## config.mk

```make
export PLATFORM = sky130hd
export DESIGN_NAME = wlan_info_element_parser
export DESIGN_NICKNAME = d
export VERILOG_FILES = /design/src/rtl/core/wlan_ie_pkg.sv /design/src/rtl/core/wlan_info_element_parser.sv
export VERILOG_INCLUDE_DIRS = /design/src /design/src/rtl/core
export SDC_FILE = /design/constraint.sdc
export NUM_CORES = 1
export LEC_CHECK = 0
export ABC_AREA = 1
export BUFFER_PORTS_ARGS = -buffer_cell sky130_fd_sc_hd__buf_4
export CAP_MARGIN = 10
export CORE_AREA = 2 2 198 200
export CTS_CLUSTER_SIZE = 40
export DETAILED_ROUTE_END_ITERATION = 8
export DIE_AREA = 0 0 200 202
export PLACE_DENSITY = 0.52
export SLEW_MARGIN = 15
export SYNTH_ARGS = -nofsm -noshare
export SYNTH_HDL_FRONTEND = slang
export SYNTH_SLANG_ARGS = --single-unit
```

## constraint.sdc

```tcl
create_clock -name clk -period 5.6 [get_ports clk]
set_input_delay 0.56 -clock clk [delete_from_list [all_inputs] [get_ports clk]]
set_output_delay 0.56 -clock clk [all_outputs]
set_load 0.1 [all_outputs]
```

## src/rtl/core/wlan_info_element_parser_assert.svh

```systemverilog
// Assertion helpers; the enclosing module provides clk and rst_n.
`ifndef WLAN_INFO_ELEMENT_PARSER_ASSERT_SVH
`define WLAN_INFO_ELEMENT_PARSER_ASSERT_SVH

// Same-cycle implication.
`define WIEP_ASSERT_IMPL(label, pre, post) \
    label: assert property (@(posedge clk) disable iff (!rst_n) (pre) |-> (post)) \
        else $error("wlan ie parser: assertion failed");

// Next-cycle implication.
`define WIEP_ASSERT_NEXT(label, pre, post) \
    label: assert property (@(posedge clk) disable iff (!rst_n) (pre) |=> (post)) \
        else $error("wlan ie parser: assertion failed");

`endif

```

## src/rtl/core/wlan_ie_pkg.sv

```systemverilog
package wlan_ie_pkg;

    localparam int MAX_BODY_BYTES_DEF = 4096;
    localparam int BODY_LEN_W         = 12;

    // configuration register indexes
    localparam logic [2:0] CFG_SSID_ID    = 3'd0;
    localparam logic [2:0] CFG_RATES_ID   = 3'd1;
    localparam logic [2:0] CFG_COUNTRY_ID = 3'd2;
    localparam logic [2:0] CFG_TRAFFIC_ID = 3'd3;
    localparam logic [2:0] CFG_SECURE_ID  = 3'd4;
    localparam logic [2:0] CFG_STD_OUI    = 3'd5;

    localparam logic [7:0]  SSID_ID_RST    = 8'd0;
    localparam logic [7:0]  RATES_ID_RST   = 8'd1;
    localparam logic [7:0]  COUNTRY_ID_RST = 8'd7;
    localparam logic [7:0]  TRAFFIC_ID_RST = 8'd5;
    localparam logic [7:0]  SECURE_ID_RST  = 8'd48;
    localparam logic [23:0] STD_OUI_RST    = 24'h000FAC;

    // parse phases
    localparam logic [2:0] PH_IDLE  = 3'd0;
    localparam logic [2:0] PH_TYPE  = 3'd1;
    localparam logic [2:0] PH_LEN   = 3'd2;
    localparam logic [2:0] PH_VALUE = 3'd3;
    localparam logic [2:0] PH_SKIP  = 3'd4;

    // RSN sub-phases
    localparam logic [2:0] SP_SKIP       = 3'd0;
    localparam logic [2:0] SP_PAIR_COUNT = 3'd1;
    localparam logic [2:0] SP_PAIR_SUITE = 3'd2;
    localparam logic [2:0] SP_AKM_COUNT  = 3'd3;
    localparam logic [2:0] SP_AKM_SUITE  = 3'd4;
    localparam logic [2:0] SP_STOP       = 3'd5;

    // element classes
    localparam logic [2:0] CL_SSID     = 3'd0;
    localparam logic [2:0] CL_RATES    = 3'd1;
    localparam logic [2:0] CL_COUNTRY  = 3'd2;
    localparam logic [2:0] CL_SECURITY = 3'd3;
    localparam logic [2:0] CL_TRAFFIC  = 3'd4;
    localparam logic [2:0] CL_OTHER    = 3'd5;

    // record kinds
    localparam logic [3:0] KIND_SSID       = 4'd0;
    localparam logic [3:0] KIND_RATE       = 4'd1;
    localparam logic [3:0] KIND_COUNTRY    = 4'd2;
    localparam logic [3:0] KIND_PAIRWISE   = 4'd3;
    localparam logic [3:0] KIND_AKM        = 4'd4;
    localparam logic [3:0] KIND_DTIM_COUNT = 4'd5;
    localparam logic [3:0] KIND_DTIM_LEN   = 4'd8;
    localparam logic [3:0] KIND_PAIR_ERR   = 4'd9;
    localparam logic [3:0] KIND_AKM_ERR    = 4'd10;

    localparam logic [7:0] DTIM_LEN      = 8'd3;
    localparam logic [7:0] RATE_MASK     = 8'h7F;
    localparam logic [7:0] RSN_HDR_BYTES = 8'd6;
    localparam logic [7:0] SUITE_BYTES   = 8'd4;
    localparam logic [7:0] OFFSET_MAX    = 8'd255;

    typedef struct packed {
        logic [3:0]  kind;
        logic [7:0]  value;
        logic [23:0] oui;
        logic        match;
        logic        known;
    } record_t;

    function automatic logic suite_type_known(input logic akm, input logic [7:0] t);
        logic res;
        if (akm)
            res = (t >= 8'd1) && (t <= 8'd18) && (t != 8'd10);
        else
            res = (t <= 8'd8) && (t != 8'd3);
        return res;
    endfunction

endpackage

```

## src/rtl/core/wlan_info_element_parser.sv

```systemverilog
// A record is registered into the result register, or into the skid when that is still held.
// Throughput: one body byte per cycle while in_ready is high; all parsing is a single registered step.
// A two-entry output (result register plus skid) keeps input flowing while a
// record waits; in_ready drops only when both entries hold records.
// Reset (rst_n low, asynchronous): parser idle, outputs empty, element ids and
// standard OUI back to their defaults.
`include "wlan_info_element_parser_assert.svh"

module wlan_info_element_parser #(
    parameter int MAX_BODY_BYTES = wlan_ie_pkg::MAX_BODY_BYTES_DEF
) (
    input  logic                              clk,
    input  logic                              rst_n,

    input  logic                              in_valid,
    output logic                              in_ready,
    input  logic [7:0]                        body_byte,
    input  logic                              first_byte,
    input  logic [wlan_ie_pkg::BODY_LEN_W-1:0] body_length,

    output logic                              out_valid,
    input  logic                              out_ready,
    output logic [3:0]                        record_kind,
    output logic [7:0]                        record_value,
    output logic [23:0]                       suite_oui,
    output logic                              oui_matches,
    output logic                              suite_known,

    input  logic                              cfg_valid,
    output logic                              cfg_ready,
    input  logic [2:0]                        cfg_index,
    input  logic [23:0]                       cfg_data
);

    localparam int BL_W  = $clog2(MAX_BODY_BYTES + 1);
    localparam int CMP_W = (BL_W > wlan_ie_pkg::BODY_LEN_W) ? BL_W : wlan_ie_pkg::BODY_LEN_W;

    // configuration
    logic [7:0]  ssid_id_reg, rates_id_reg, country_id_reg, traffic_id_reg, secure_id_reg;
    logic [23:0] std_oui_reg;

    // parser state
    logic [BL_W-1:0] bytes_left_reg,   bytes_left_next;
    logic [2:0]      phase_reg,        phase_next;
    logic [7:0]      element_type_reg, element_type_next;
    logic [7:0]      element_left_reg, element_left_next;
    logic [7:0]      value_offset_reg, value_offset_next;
    logic [15:0]     suite_count_reg,  suite_count_next;
    logic [31:0]     suite_bytes_reg,  suite_bytes_next;
    logic [2:0]      sec_phase_reg,    sec_phase_next;

    // output stage
    wlan_ie_pkg::record_t out_reg, skid_reg, rec_next;
    logic                 out_valid_reg, skid_valid_reg;
    logic                 emit;

    logic in_fire, out_fire;
    logic [2:0] el_class;
    logic [CMP_W-1:0] len_ext, len_sat;
    logic [BL_W-1:0]  room;
    logic [7:0]       after;
    logic [15:0]      count_val;
    logic [17:0]      count_bytes;
    logic [31:0]      suite_shift;
    logic             is_akm;

    assign in_ready  = !skid_valid_reg;
    assign cfg_ready = 1'b1;
    assign in_fire   = in_valid && in_ready;
    assign out_fire  = out_valid_reg && out_ready;

    assign out_valid    = out_valid_reg;
    assign record_kind  = out_reg.kind;
    assign record_value = out_reg.value;
    assign suite_oui    = out_reg.oui;
    assign oui_matches  = out_reg.match;
    assign suite_known  = out_reg.known;

    // priority order: ssid, rates, country, security, traffic map
    always_comb
    begin
        if (element_type_reg == ssid_id_reg)
            el_class = wlan_ie_pkg::CL_SSID;
        else if (element_type_reg == rates_id_reg)
            el_class = wlan_ie_pkg::CL_RATES;
        else if (element_type_reg == country_id_reg)
            el_class = wlan_ie_pkg::CL_COUNTRY;
        else if (element_type_reg == secure_id_reg)
            el_class = wlan_ie_pkg::CL_SECURITY;
        else if (element_type_reg == traffic_id_reg)
            el_class = wlan_ie_pkg::CL_TRAFFIC;
        else
            el_class = wlan_ie_pkg::CL_OTHER;
    end

    assign len_ext     = CMP_W'(body_length);
    assign len_sat     = (len_ext > CMP_W'(MAX_BODY_BYTES)) ? CMP_W'(MAX_BODY_BYTES) : len_ext;
    assign room        = bytes_left_reg - BL_W'(1);
    assign after       = element_left_reg - 8'd1;
    assign count_val   = {body_byte, suite_bytes_reg[7:0]};
    assign count_bytes = {count_val, 2'b00};
    assign suite_shift = {suite_bytes_reg[23:0], body_byte};
    assign is_akm      = (sec_phase_reg == wlan_ie_pkg::SP_AKM_SUITE);

    always_comb
    begin
        bytes_left_next   = bytes_left_reg;
        phase_next        = phase_reg;
        element_type_next = element_type_reg;
        element_left_next = element_left_reg;
        value_offset_next = value_offset_reg;
        suite_count_next  = suite_count_reg;
        suite_bytes_next  = suite_bytes_reg;
        sec_phase_next    = sec_phase_reg;
        emit              = 1'b0;
        rec_next          = '0;

        if (in_fire)
        begin
            if (first_byte)
            begin
                bytes_left_next   = BL_W'(len_sat);
                phase_next        = wlan_ie_pkg::PH_TYPE;
                element_type_next = '0;
                element_left_next = '0;
                value_offset_next = '0;
                suite_count_next  = '0;
                suite_bytes_next  = '0;
                sec_phase_next    = wlan_ie_pkg::SP_SKIP;
            end

            if (phase_next != wlan_ie_pkg::PH_IDLE)
            begin
                if (bytes_left_next == '0)
                begin
                    phase_next = wlan_ie_pkg::PH_IDLE;
                end
                else
                begin
                    case (phase_next)
                        wlan_ie_pkg::PH_TYPE:
                        begin
                            if (bytes_left_next > BL_W'(2))
                            begin
                                element_type_next = body_byte;
                                phase_next        = wlan_ie_pkg::PH_LEN;
                            end
                            else
                                phase_next = wlan_ie_pkg::PH_IDLE;
                        end
                        wlan_ie_pkg::PH_LEN:
                        begin
                            // truncate element at body end
                            element_left_next = (BL_W'(body_byte) < room) ? body_byte : room[7:0];
                            value_offset_next = '0;
                            suite_count_next  = '0;
                            suite_bytes_next  = '0;
                            sec_phase_next    = wlan_ie_pkg::SP_SKIP;
                            if (el_class == wlan_ie_pkg::CL_TRAFFIC &&
                                body_byte != wlan_ie_pkg::DTIM_LEN)
                            begin
                                emit           = 1'b1;
                                rec_next.kind  = wlan_ie_pkg::KIND_DTIM_LEN;
                                rec_next.value = body_byte;
                                phase_next     = wlan_ie_pkg::PH_SKIP;
                            end
                            else
                                phase_next = wlan_ie_pkg::PH_VALUE;
                            if (element_left_next == '0)
                                phase_next = wlan_ie_pkg::PH_TYPE;
                        end
                        wlan_ie_pkg::PH_VALUE, wlan_ie_pkg::PH_SKIP:
                        begin
                            if (phase_reg == wlan_ie_pkg::PH_VALUE)
                            begin
                                case (el_class)
                                    wlan_ie_pkg::CL_SSID:
                                    begin
                                        emit           = 1'b1;
                                        rec_next.kind  = wlan_ie_pkg::KIND_SSID;
                                        rec_next.value = body_byte;
                                    end
                                    wlan_ie_pkg::CL_RATES:
                                    begin
                                        emit           = 1'b1;
                                        rec_next.kind  = wlan_ie_pkg::KIND_RATE;
                                        rec_next.value = body_byte & wlan_ie_pkg::RATE_MASK;
                                    end
                                    wlan_ie_pkg::CL_COUNTRY:
                                    begin
                                        if (value_offset_reg < 8'd2)
                                        begin
                                            emit           = 1'b1;
                                            rec_next.kind  = wlan_ie_pkg::KIND_COUNTRY;
                                            rec_next.value = body_byte;
                                        end
                                    end
                                    wlan_ie_pkg::CL_TRAFFIC:
                                    begin
                                        if (value_offset_reg < 8'd3)
                                        begin
                                            emit           = 1'b1;
                                            rec_next.kind  = wlan_ie_pkg::KIND_DTIM_COUNT +
                                                             value_offset_reg[3:0];
                                            rec_next.value = body_byte;
                                        end
                                    end
                                    wlan_ie_pkg::CL_SECURITY:
                                    begin
                                        case (sec_phase_reg)
                                            wlan_ie_pkg::SP_SKIP:
                                            begin
                                                // version and group cipher
                                                value_offset_next = value_offset_reg + 8'd1;
                                                if (value_offset_next >= wlan_ie_pkg::RSN_HDR_BYTES)
                                                begin
                                                    sec_phase_next    = wlan_ie_pkg::SP_PAIR_COUNT;
                                                    value_offset_next = '0;
                                                end
                                            end
                                            wlan_ie_pkg::SP_PAIR_COUNT,
                                            wlan_ie_pkg::SP_AKM_COUNT:
                                            begin
                                                if (value_offset_reg == '0)
                                                begin
                                                    suite_bytes_next  = {24'd0, body_byte};
                                                    value_offset_next = 8'd1;
                                                end
                                                else
                                                begin
                                                    value_offset_next = '0;
                                                    suite_bytes_next  = '0;
                                                    if (count_bytes > 18'(after))
                                                    begin
                                                        emit           = 1'b1;
                                                        rec_next.value = count_val[7:0];
                                                        if (sec_phase_reg == wlan_ie_pkg::SP_PAIR_COUNT)
                                                        begin
                                                            rec_next.kind    = wlan_ie_pkg::KIND_PAIR_ERR;
                                                            suite_count_next = count_val;
                                                            sec_phase_next   = wlan_ie_pkg::SP_PAIR_SUITE;
                                                        end
                                                        else
                                                        begin
                                                            rec_next.kind  = wlan_ie_pkg::KIND_AKM_ERR;
                                                            sec_phase_next = wlan_ie_pkg::SP_STOP;
                                                        end
                                                    end
                                                    else if (count_val == '0)
                                                    begin
                                                        sec_phase_next =
                                                            (sec_phase_reg == wlan_ie_pkg::SP_PAIR_COUNT) ?
                                                            wlan_ie_pkg::SP_AKM_COUNT : wlan_ie_pkg::SP_STOP;
                                                    end
                                                    else
                                                    begin
                                                        suite_count_next = count_val;
                                                        sec_phase_next =
                                                            (sec_phase_reg == wlan_ie_pkg::SP_PAIR_COUNT) ?
                                                            wlan_ie_pkg::SP_PAIR_SUITE : wlan_ie_pkg::SP_AKM_SUITE;
                                                    end
                                                end
                                            end
                                            wlan_ie_pkg::SP_PAIR_SUITE,
                                            wlan_ie_pkg::SP_AKM_SUITE:
                                            begin
                                                suite_bytes_next  = suite_shift;
                                                value_offset_next = value_offset_reg + 8'd1;
                                                if (value_offset_next >= wlan_ie_pkg::SUITE_BYTES)
                                                begin
                                                    emit           = 1'b1;
                                                    rec_next.kind  = is_akm ? wlan_ie_pkg::KIND_AKM :
                                                                     wlan_ie_pkg::KIND_PAIRWISE;
                                                    rec_next.value = suite_shift[7:0];
                                                    rec_next.oui   = suite_shift[31:8];
                                                    rec_next.match = (suite_shift[31:8] == std_oui_reg);
                                                    rec_next.known = rec_next.match &&
                                                        wlan_ie_pkg::suite_type_known(is_akm,
                                                                                      suite_shift[7:0]);
                                                    value_offset_next = '0;
                                                    suite_bytes_next  = '0;
                                                    suite_count_next  = suite_count_reg - 16'd1;
                                                    if (suite_count_next == '0)
                                                        sec_phase_next = is_akm ? wlan_ie_pkg::SP_STOP :
                                                                         wlan_ie_pkg::SP_AKM_COUNT;
                                                end
                                            end
                                            default:
                                            begin
                                            end
                                        endcase
                                    end
                                    default:
                                    begin
                                    end
                                endcase
                                if (el_class != wlan_ie_pkg::CL_SECURITY &&
                                    value_offset_reg < wlan_ie_pkg::OFFSET_MAX)
                                    value_offset_next = value_offset_reg + 8'd1;
                            end
                            element_left_next = after;
                            if (after == '0)
                                phase_next = wlan_ie_pkg::PH_TYPE;
                        end
                        default:
                        begin
                            phase_next = wlan_ie_pkg::PH_IDLE;
                        end
                    endcase

                    bytes_left_next = bytes_left_next - BL_W'(1);
                    if (bytes_left_next == '0)
                        phase_next = wlan_ie_pkg::PH_IDLE;
                end
            end
        end
    end

    always_ff @(posedge clk or negedge rst_n)
    begin
        if (!rst_n)
        begin
            ssid_id_reg    <= wlan_ie_pkg::SSID_ID_RST;
            rates_id_reg   <= wlan_ie_pkg::RATES_ID_RST;
            country_id_reg <= wlan_ie_pkg::COUNTRY_ID_RST;
            traffic_id_reg <= wlan_ie_pkg::TRAFFIC_ID_RST;
            secure_id_reg  <= wlan_ie_pkg::SECURE_ID_RST;
            std_oui_reg    <= wlan_ie_pkg::STD_OUI_RST;
        end
        else if (cfg_valid && cfg_ready)
        begin
            case (cfg_index)
                wlan_ie_pkg::CFG_SSID_ID:    ssid_id_reg    <= cfg_data[7:0];
                wlan_ie_pkg::CFG_RATES_ID:   rates_id_reg   <= cfg_data[7:0];
                wlan_ie_pkg::CFG_COUNTRY_ID: country_id_reg <= cfg_data[7:0];
                wlan_ie_pkg::CFG_TRAFFIC_ID: traffic_id_reg <= cfg_data[7:0];
                wlan_ie_pkg::CFG_SECURE_ID:  secure_id_reg  <= cfg_data[7:0];
                wlan_ie_pkg::CFG_STD_OUI:    std_oui_reg    <= cfg_data;
                default:
                begin
                end
            endcase
        end
    end

    always_ff @(posedge clk or negedge rst_n)
    begin
        if (!rst_n)
        begin
            bytes_left_reg   <= '0;
            phase_reg        <= wlan_ie_pkg::PH_IDLE;
            element_type_reg <= '0;
            element_left_reg <= '0;
            value_offset_reg <= '0;
            suite_count_reg  <= '0;
            suite_bytes_reg  <= '0;
            sec_phase_reg    <= wlan_ie_pkg::SP_SKIP;
        end
        else
        begin
            bytes_left_reg   <= bytes_left_next;
            phase_reg        <= phase_next;
            element_type_reg <= element_type_next;
            element_left_reg <= element_left_next;
            value_offset_reg <= value_offset_next;
            suite_count_reg  <= suite_count_next;
            suite_bytes_reg  <= suite_bytes_next;
            sec_phase_reg    <= sec_phase_next;
        end
    end

    // output register with skid entry
    always_ff @(posedge clk or negedge rst_n)
    begin
        if (!rst_n)
        begin
            out_valid_reg  <= 1'b0;
            skid_valid_reg <= 1'b0;
        end
        else if (skid_valid_reg)
        begin
            if (out_fire)
                skid_valid_reg <= 1'b0;
        end
        else if (emit)
        begin
            if (!out_valid_reg || out_fire)
                out_valid_reg <= 1'b1;
            else
                skid_valid_reg <= 1'b1;
        end
        else if (out_fire)
        begin
            out_valid_reg <= 1'b0;
        end
    end

    always_ff @(posedge clk)
    begin
        if (skid_valid_reg)
        begin
            if (out_fire)
                out_reg <= skid_reg;
        end
        else if (emit)
        begin
            if (!out_valid_reg || out_fire)
                out_reg <= rec_next;
            else
                skid_reg <= rec_next;
        end
    end

    `WIEP_ASSERT_IMPL(a_skid_behind_out, skid_valid_reg, out_valid_reg)
    `WIEP_ASSERT_IMPL(a_nonsuite_fields_zero, out_valid_reg && out_reg.kind != wlan_ie_pkg::KIND_PAIRWISE && out_reg.kind != wlan_ie_pkg::KIND_AKM, out_reg.oui == '0 && !out_reg.match && !out_reg.known)
    `WIEP_ASSERT_IMPL(a_known_needs_match, out_valid_reg && out_reg.known, out_reg.match)
    `WIEP_ASSERT_IMPL(a_value_has_bytes, phase_reg == wlan_ie_pkg::PH_VALUE || phase_reg == wlan_ie_pkg::PH_SKIP, element_left_reg != '0)
    `WIEP_ASSERT_NEXT(a_first_byte_is_type, in_fire && first_byte && body_length > 12'd3, phase_reg == wlan_ie_pkg::PH_LEN)

endmodule

```

==> results.yml, run 1 <==
synthesis:
  synth_area_leaders: "dfrtp_1 22%, edfxtp_1 15%, nand2_1 15%, o21ai_0 7.2%, inv_1 4.6%"
  syn_area_um2: 15100
  synth_top_area_share_pct: 22.1
  async_flop_share_pct: 66.2
  syn_area_per_cell_um2: 7.23
  synth_seq_area_share_pct: 40.0
  ys_ff_latch: 225
  ys_types: 65
  synth_cells: 2086
  yosysWarnings: 0
  synth_ff_type: "dfrtp_1"
  synth_edf_count: 76
  yosys.area.top_type: "dfrtp_1"
  synthesis.nets: 2162
power:
  p_sw_w: 0.00165
  p_clk_share_pct: 35.2
  vdd_drop_max_v: 0.000166
  combPwrFrac_pct: 23.1
  pwr-share-seq_pct: 41.7
  switching_share_pct: 34.0
  p_int_w: 0.00320
  powerDensity_nw_per_um2: 285
  power_leakage_nw: 7.65
finish:
  final_cell_mix: "587 x nand2_1, 216 x o21ai_0, 186 x inv_1"
  drive_above_1_share_pct: 13.0
  nNetsFinal: 2221
  area_growth_pct: 12.7
  fill_cells: 3922
  stdcell_count: 2684
  antennaDiodeCount: 0
  largest_reg_flops: 38
  mostFrequentLayoutCell: "nand2_1"
timing:
  max_clock_freq_mhz: 217
  hold_violations: 0
  tightest_slew_ns: 1.22
  finalCritPeriodShare_pct: 82.2
  slew_violations: 0
  clock_skew_ns: 0.0421
  period_minus_slack_ns: 4.61
  slew_headroom_pct: 18.7
  finalSetupViolations: 0
  tns_ns: 0
  rsz0062_at_grt: "false"
detailed_routing:
  num_vias: 14246
  drc: 0
  dr.pass1.iters: 5
  via_per_inst: 5.31
  drtIter0Drc: 1220
  wl_per_cell_um: 19.2
  wl_um: 51400
  ant_nets: 0
setup_path:
  crit_path_max_fanout: 38
  critPathLaunchType: "flop"
  end_kind: "flop"
  cp_data_required_time_ns: 5.79
  cp_cell_sequence: "inv_1 > ha_1 > nand3_1 > nor3_1 > xor2_1 > inv_1 > ha_1 > nand2_1 > nor2_1 > o21ai_0 > nand3b_1 > nand3_1 > nand2_1 > clkinv_1 > nand2_1 > nand2_1 > nand2_1 > a21oi_1 > nand2_1 > nand2_1 > nand2_1 > nand2_1 > a21oi_4 > buf_4"
  crit_type: "reg2reg"
  cpMostUsedCell: "nand2_1"
  crit_family: "simple AND/OR/NAND/NOR gates"
  cp.arrival_ns: 4.79
  critPathBufInv: 4
  slowest_stage: "nand2_1"
  reg2reg_depth: 24
  cpPeakStageDelay_ns: 0.58
  r2r-start: "element_left_reg[0]"
  reg2reg_slack_ns: 0.99
  r2r-end: "suite_oui[20]"
die:
  die_area_um2: 40400
  start_util_pct: 39.4
  dieHeight_um: 202
  fp-row-count: 72
  io_pins: 94
  core_area_um2: 38300
  die_x_um: 200
placed_design:
  hpwlAfterDp_um: 37000
  gp_congestion: 0.997
  io_buffers: 92
  dp_cells: 2633
min_path:
  hold_path_class: "in2reg"
  min-delay-start: "cfg_data[16]"
  whs_path_depth: 2
  hold-path-endpoint: "std_oui_reg[16]"
global_route:
  grt_max_degree: 79
  grt_pass1_wl_um: 80400
  antenna_found_initial: 0
  grt_usage_pct: 25.9
  grt_pass1_vias: 13646
  grt.overflow.total: 0
clock_tree:
  cts.htree.levels: 1
  cts_made_buffers: 27
  clk_latency_ns: 0.59
  cts_tree: "yes"
  clockBufferDepth: 3
  cts.clk_slew.worst_paths_ns: 0.06
  clock-sinks: 225
  root_buffer: "clkbuf_16"
flow_run:
  drv_cap: 0
status:
  outcome: "finished clean"
-- cells by family after synthesis --
group / share of synthesized area (%)
compound gates: 15.9
xor+xnor: 3.72
fa+ha+maj: 1.91
buf+inv: 8.40
flops: 40.0
mux: 0.971
other cells: 0.0249
simple gates: 29.1
-- power groups by stage --
| stage | Combinational [W] | Sequential (W) | Clock (W) |
|---|---|---|---|
| floorplan | 0.000820 | 0.00198 | 0 |
| global placement | 0.00109 | 0.00205 | 0 |
| detailed placement | 0.00110 | 0.00206 | 0 |
| CTS | 0.00111 | 0.00202 | 0.00175 |
| global route | 0.00126 | 0.00205 | 0.00182 |
| finish | 0.00112 | 0.00203 | 0.00171 |
-- worst max path at each step --
| stage | startpoint | endpoint | cells after the start |
|---|---|---|---|
| 6_report | element_left_reg[0] | suite_oui[20] | 24 |
| 5_1_grt | element_left_reg[0] | suite_oui[19] | 24 |
| 4_1_cts | element_left_reg[0] | suite_oui[19] | 24 |
| 3_5_place_dp | element_left_reg[0] | suite_oui[19] | 24 |
| 3_3_place_gp | element_left_reg[0] | suite_oui[20] | 24 |
| 2_1_floorplan | element_left_reg[0] | oui_matches | 24 |
-- what timing repair did --
item / CTS / global route
setup buffers: 0 / 0
gates resized for setup: 0 / 0
hold endpoints to repair: 5 / 0
hold buffers: 1 / 0
-- layout make-up --
class / instances / area, um^2 / share of cell area [%]
multi-input cells: 1564 / 7810 / 45.9
flip-flops and latches: 225 / 6030 / 35.5
repair buffers: 114 / 862 / 5.07
inverters: 213 / 800 / 4.70
clock buffers: 32 / 716 / 4.21
well taps: 518 / 648 / 3.81
clock inverters: 18 / 134 / 0.787
-- routing by layer --
metal	routed length, um	up-vias	track usage, %	part of all wire [%]
met2	22700	410	39.7	44
met3	3000	87	3.89	5.8
met4	1340	0	7.70	2.6
li1	-	6983	-	-
met5	0	-	0	0
met1	24400	6766	37.6	47
-- synthesized netlist by cell type, types with 5 or more instances --
cell,n
a21oi_1,128
a22oi_1,12
buf_2,16
buf_4,15
buf_6,7
clkbuf_1,42
clkinv_1,9
dfrtp_1,133
dfstp_2,16
edfxtp_1,76
ha_1,23
inv_1,186
inv_2,18
mux2_2,13
nand2_1,589
nand2_2,11
nand3_1,130
nand4_1,24
nor2_1,182
nor2_2,33
nor2_4,5
nor3_1,13
o211ai_1,19
o21ai_0,216
o21ai_1,16
o21ai_2,7
o22ai_1,17
or2_2,9
xnor2_1,14
xor2_1,50
-- per-stage QoR --
step | power, W | setup WS, ns | cell area [um^2] | hold WS (ns) | util (%)
final | 0.00485 | 0.994 | 17000 | 0.225 | 44.4
after global routing | 0.00513 | 0.491 | 17000 | 0.209 | 44.4
after CTS | 0.00489 | 1.04 | 17000 | 0.198 | 44.4
after detailed placement | 0.00316 | 1.09 | 16100 | 0.466 | 42.2
after global placement | 0.00315 | 1.19 | 16100 | 0.468 | 42.2
after floorplan | 0.00280 | 0.569 | 15100 | 0.264 | -
(Power assumes the default switching activity.)
==> run 2, diff against run 1 <==
==> constraint.sdc (replaced) <==
create_clock -name clk -period 4.5 [get_ports clk]
set_input_delay 0.45 -clock clk [delete_from_list [all_inputs] [get_ports clk]]
set_output_delay 0.45 -clock clk [all_outputs]
set_load 0.1 [all_outputs]
==> results.yml, run 2 (same netlist as run 1, synthesis figures left out) <==
power:
  combPwrFrac_pct: 22.0
  powerDensity_nw_per_um2: 370
  power_leakage_nw: 7.79
  p_sw_w: 0.00209
  vdd_drop_max_v: 0.000349
  switching_share_pct: 32.7
  p_int_w: 0.00429
  pwr-share-seq_pct: 39.5
  p_clk_share_pct: 38.5
setup_path:
  crit_type: "reg2reg"
  end_kind: "flop"
  critPathLaunchType: "flop"
  r2r-end: "skid_reg[0]"
  crit_path_max_fanout: 38
  cp_data_required_time_ns: 4.71
  cp.arrival_ns: 4.10
  reg2reg_depth: 20
  reg2reg_slack_ns: 0.62
  r2r-start: "element_left_reg[0]"
detailed_routing:
  wl_um: 51800
  drtIter0Drc: 1045
  drc: 0
  dr.pass1.iters: 6
  num_vias: 14322
  ant_nets: 0
  via_per_inst: 5.32
  wl_per_cell_um: 19.2
placed_design:
  dpl_cell_area_um2: 16200
  gp_congestion: 0.981
  io_buffers: 92
  hpwlAfterDp_um: 37000
  place_ws_ns: 0.647
clock_tree:
  cts-resized-gates: 0
  cts.clk_slew.worst_paths_ns: 0.07
  post_cts_buffers: 0
  cts.htree.levels: 1
  clk_latency_ns: 0.59
  clock-sinks: 225
  cts_tree: "yes"
  cts_made_buffers: 28
  clockBufferDepth: 3
  root_buffer: "clkbuf_16"
timing:
  setup_ws_ns: 0.616
  finalCritPeriodShare_pct: 86.3
  clock_skew_ns: 0.0328
  rsz0062_at_grt: "false"
  tns_ns: 0
  holdWs_ns: 0.0887
  finalSetupViolations: 0
  slew_violations: 0
  period_minus_slack_ns: 3.88
  max_clock_freq_mhz: 257
  tightest_slew_ns: 0.846
  slew_headroom_pct: 43.6
  hold_violations: 0
global_route:
  grt_pass1_vias: 13826
  grt_usage_pct: 25.9
  grt_max_degree: 91
  grt_pass1_wl_um: 80400
  grt.overflow.total: 0
  antenna_found_initial: 0
finish:
  area_growth_pct: 14.4
  nNetsFinal: 2230
  antennaDiodeCount: 0
  largest_reg_flops: 38
  mostFrequentLayoutCell: "nand2_1"
  fill_cells: 3958
  final_cell_mix: "587 x nand2_1, 216 x o21ai_0, 186 x inv_1"
  final_area_um2: 17300
  drive_above_1_share_pct: 13.7
die:
  start_util_pct: 39.4
  die_x_um: 200
  dieHeight_um: 202
  io_pins: 94
  core_area_um2: 38300
  fp-row-count: 72
  die_area_um2: 40400
min_path:
  min-delay-start: "cfg_data[12]"
  hold-path-endpoint: "std_oui_reg[12]"
  hold_path_class: "in2reg"
  whs_path_depth: 2
status:
  outcome: "finished clean"
flow_run:
  drv_cap: 0
[run 2: cell types whose count changed in the layout (fill, tap and decap cells not counted), sizes merged]
cell and change:
bufinv +3, clkbuf +7, buf +8, clkinvlp -2, clkinv -5, inv -1
[run 2: per-layer routing]
metal | track usage, % | up-vias | wire, um
met5 | 0 | - | 0
met4 | 8.28 | 0 | 1470
met3 | 4.86 | 98 | 3470
met2 | 40.2 | 454 | 23000
met1 | 36.5 | 6763 | 23800
li1 | - | 7007 | -
[run 2: worst max-delay path by stage]
stage / startpoint / end / cells past startpoint
final: element_left_reg[0] / skid_reg[0] / 20
after detailed placement: element_left_reg[0] / skid_reg[21] / 20
after global routing: element_left_reg[0] / record_kind[0] / 24
after CTS: element_left_reg[0] / skid_reg[34] / 20
after global placement: element_left_reg[0] / skid_reg[25] / 20
after floorplan: element_left_reg[0] / oui_matches / 24
[run 2: layout make-up]
class	count	area [um^2]	area share (%)
multi-input cells	1564	7820	45.3
flip-flops and latches	225	6030	34.9
repair buffers	122	947	5.49
clock buffers	39	817	4.73
inverters	213	800	4.63
well taps	518	648	3.76
clock inverters	13	200	1.16
[run 2: worst max-delay path, cell delays in order (launching register included)]
cell	delay, ns
dfrtp_1	0.41
inv_1	0.11
ha_1	0.20
nand3_1	0.12
nor3_1	0.19
xor2_1	0.17
inv_1	0.10
ha_1	0.29
nand2_1	0.05
nor2_1	0.12
o21ai_0	0.10
nand3b_1	0.16
nand3_1	0.09
nand2_1	0.09
clkinv_1	0.22
nand2_1	0.15
nand2_1	0.12
inv_1	0.10
nand3_1	0.12
a21oi_4	0.16
buf_4	0.44
[run 2: what timing repair did]
item,in CTS,in global routing
hold buffers,1,0
hold endpoints to repair,46,0
endpoints found under the setup margin,0,0
[run 2: power groups by stage]
stage	Clock (W)	Combinational (W)	Sequential [W]
6_report	0.00246	0.00140	0.00252
5_1_grt	0.00260	0.00158	0.00255
4_1_cts	0.00253	0.00139	0.00252
3_5_place_dp	0	0.00139	0.00255
3_3_place_gp	0	0.00137	0.00255
2_1_floorplan	0	0.00102	0.00247
[run 2: through the flow]
stage	total power (W)	utilization, %	cells
floorplan	0.00349	-	2086
global placement	0.00393	42.4	2641
detailed placement	0.00394	42.4	2641
CTS	0.00644	45.1	2694
global route	0.00673	45.1	2694
finish	0.00638	45.1	2694
==> run 3, diff against run 2 <==
--- a/config.mk
+++ b/config.mk
@@ -6,13 +6,12 @@
 export SDC_FILE = /design/constraint.sdc
 export NUM_CORES = 1
 export LEC_CHECK = 0
-export ABC_AREA = 1
 export BUFFER_PORTS_ARGS = -buffer_cell sky130_fd_sc_hd__buf_4
 export CAP_MARGIN = 10
-export CORE_AREA = 2 2 198 200
+export CORE_AREA = 2 2 187 189
 export CTS_CLUSTER_SIZE = 40
 export DETAILED_ROUTE_END_ITERATION = 8
-export DIE_AREA = 0 0 200 202
+export DIE_AREA = 0 0 189 191
 export PLACE_DENSITY = 0.52
 export SLEW_MARGIN = 15
 export SYNTH_ARGS = -nofsm -noshare
==> results.yml, run 3 <==
status:
  outcome: "finished clean"
timing:
  hold_violations: 0
  period_minus_slack_ns: 4.02
  max_clock_freq_mhz: 249
  clock_skew_ns: 0.0147
  finalCritPeriodShare_pct: 89.4
  finalSetupViolations: 0
  rsz0062_at_grt: "false"
  tightest_slew_ns: 1.04
  slew_headroom_pct: 30.0
  tns_ns: 0
  slew_violations: 0
power:
  power_leakage_nw: 6.18
  vdd_drop_max_v: 0.000285
  powerDensity_nw_per_um2: 332
clock_tree:
  cts_made_buffers: 27
  clockBufferDepth: 3
  cts.clk_slew.worst_paths_ns: 0.06
  clk_latency_ns: 0.55
  root_buffer: "clkbuf_16"
  cts.htree.levels: 1
  clock-sinks: 225
  cts_tree: "yes"
synthesis:
  synth_seq_area_share_pct: 44.9
  synth_top_area_share_pct: 24.8
  synth_top_family_by_area: "compound AO/OA/AOI/OAI gates"
  synthesis.nets: 1408
  synth_cells: 1332
  ys_types: 96
  muxShareOfSynthArea_pct: 6.59
  synth_area_leaders: "dfrtp_1 25%, edfxtp_1 17%, mux2_2 5.7%, xnor2_1 3.8%, dfstp_2 3.1%"
  synth_ff_type: "dfrtp_1"
  synth_edf_count: 76
  yosysWarnings: 0
  async_flop_share_pct: 66.2
  synthAdderAreaFrac_pct: 2.21
  yosys.area.top_type: "dfrtp_1"
  synth_common_cells: "133 x dfrtp_1, 108 x nand2_1, 91 x nor2_1"
  synth_most_common_cell: "dfrtp_1"
  synthSimpleGateAreaFrac_pct: 17.1
  synth_compound_area_share_pct: 18.1
  synthXorXnorAreaFrac_pct: 6.84
  syn_area_um2: 13400
  syn_area_per_cell_um2: 10.1
  ys_ff_latch: 225
setup_path:
  critPathLaunchType: "flop"
  r2r-end: "skid_reg[36]"
  reg2reg_depth: 12
  cpPeakStageDelay_ns: 0.59
  cp_cell_sequence: "or4_4 > nor2_1 > xnor2_1 > ha_1 > and3_1 > a221o_1 > a41oi_1 > o21a_1 > or3_4 > a41oi_2 > nor2_2 > nor2b_4"
  crit_path_max_fanout: 19
  r2r-start: "element_left_reg[3]"
  startpoint: "element_left_reg[3]"
  cp_data_required_time_ns: 4.69
  end_kind: "flop"
  reg2reg_slack_ns: 0.48
  worstSetupEndpoint: "skid_reg[36]"
  crit_type: "reg2reg"
  slowest_stage: "or4_4"
  cp.arrival_ns: 4.21
finish:
  largest_reg_flops: 38
  drive_above_1_share_pct: 21.8
  final_area_um2: 15600
  mostFrequentLayoutCell: "buf_4"
  area_growth_pct: 16.3
  multi_input_area_um2: 6890
  seqCellArea_um2: 6030
  fill_cells: 3223
  final_cell_mix: "143 x buf_4, 133 x dfrtp_1, 108 x nand2_1"
  nNetsFinal: 1490
  stdcell_count: 1892
placed_design:
  dpl_cell_area_um2: 14700
  gp_congestion: 0.899
  dp_cells: 1835
  io_buffers: 92
  hpwlAfterDp_um: 29200
min_path:
  hold_path_class: "in2reg"
global_route:
  antenna_found_initial: 2
  grt_pass1_wl_um: 64700
  grt_pass1_vias: 10495
  grt.overflow.total: 0
  grt_usage_pct: 23.1
  grt_max_degree: 69
die:
  die_area_um2: 36100
  fp-row-count: 68
  die_x_um: 189
  io_pins: 94
  dieHeight_um: 191
  start_util_pct: 39.4
  core_area_um2: 34100
detailed_routing:
  wl_per_cell_um: 22.3
  dr.pass1.iters: 8
  drc: 0
  ant_nets: 0
  wl_um: 42200
  drtIter0Drc: 959
  num_vias: 10935
  via_per_inst: 5.78
flow_run:
  drv_cap: 0
## run 3: kinds of logic after synthesis
family                     after synthesis
and+or+nand+nor                        425
AOI/OAI and AO/OA                      348
DFF                                    225
buffers and inverters                  124
xor gates and xnor gates               105
muxes                                   80
adders and majority gates               24
other                                    1
## run 3: layout make-up
| cell class | count | area share (%) |
|---|---|---|
| inverters | 29 | 0.696 |
| clock inverters | 12 | 0.848 |
| flip-flops and latches | 225 | 38.6 |
| diodes | 2 | 0.0320 |
| clock buffers | 38 | 4.84 |
| multi-input cells | 984 | 44.1 |
| repair buffers | 147 | 7.30 |
| well taps | 455 | 3.64 |
## run 3: where the power goes
group	total, W	switching, W	internal, W
sequential	0.00238	0.000116	0.00227
combinational	0.000609	0.000309	0.000300
clock	0.00220	0.000911	0.00129
total	0.00520	0.00134	0.00386
## run 3: metrics by stage
stage	setup WS, ns	hold WS (ns)	utilization [%]	total power [W]
after floorplan	0.0954	0.154	-	0.00281
after global placement	0.151	0.507	43.0	0.00302
after detailed placement	0.0394	0.508	43.0	0.00303
after CTS	0.00240	0.110	45.6	0.00525
after global routing	0.177	0.116	45.8	0.00541
final	0.477	0.131	45.8	0.00520
## run 3: what timing repair did
| item | in CTS | in global routing |
|---|---|---|
| resized for setup | 0 | 2 |
| setup endpoints to repair | 0 | 62 |
| hold buffers | 1 | 0 |
| setup buffers | 0 | 2 |
| hold endpoints to repair | 61 | 0 |
## run 3: worst min path at each step
stage | slack (ns) | cells past startpoint | to | from
after floorplan | 0.15 | 0 | bytes_left_reg[0] | rst_n
after global placement | 0.51 | 1 | bytes_left_reg[6] | rst_n
after detailed placement | 0.51 | 1 | suite_oui[10] | skid_reg[12]
after CTS | 0.11 | 2 | skid_valid_reg | out_ready
after global routing | 0.12 | 2 | std_oui_reg[20] | cfg_data[20]
final | 0.13 | 2 | std_oui_reg[20] | cfg_data[20]
## run 3: routing by layer
| metal | GRT usage (%) | routed length [um] | up-vias |
|---|---|---|---|
| met1 | 33.6 | 19600 | 5372 |
| li1 | - | - | 5086 |
| met5 | 0 | 0 | - |
| met4 | 5.41 | 776 | 0 |
| met3 | 4.68 | 3100 | 62 |
| met2 | 35.3 | 18700 | 415 |
## run 3: critical path, delay by kind of cell (launching register included)
kind	cells	cell delay [ns]
DFF	1	0.42
adders and majority gates	1	0.30
and+or+nand+nor	6	2.00
xor gates and xnor gates	1	0.11
AOI/OAI and AO/OA	4	0.81
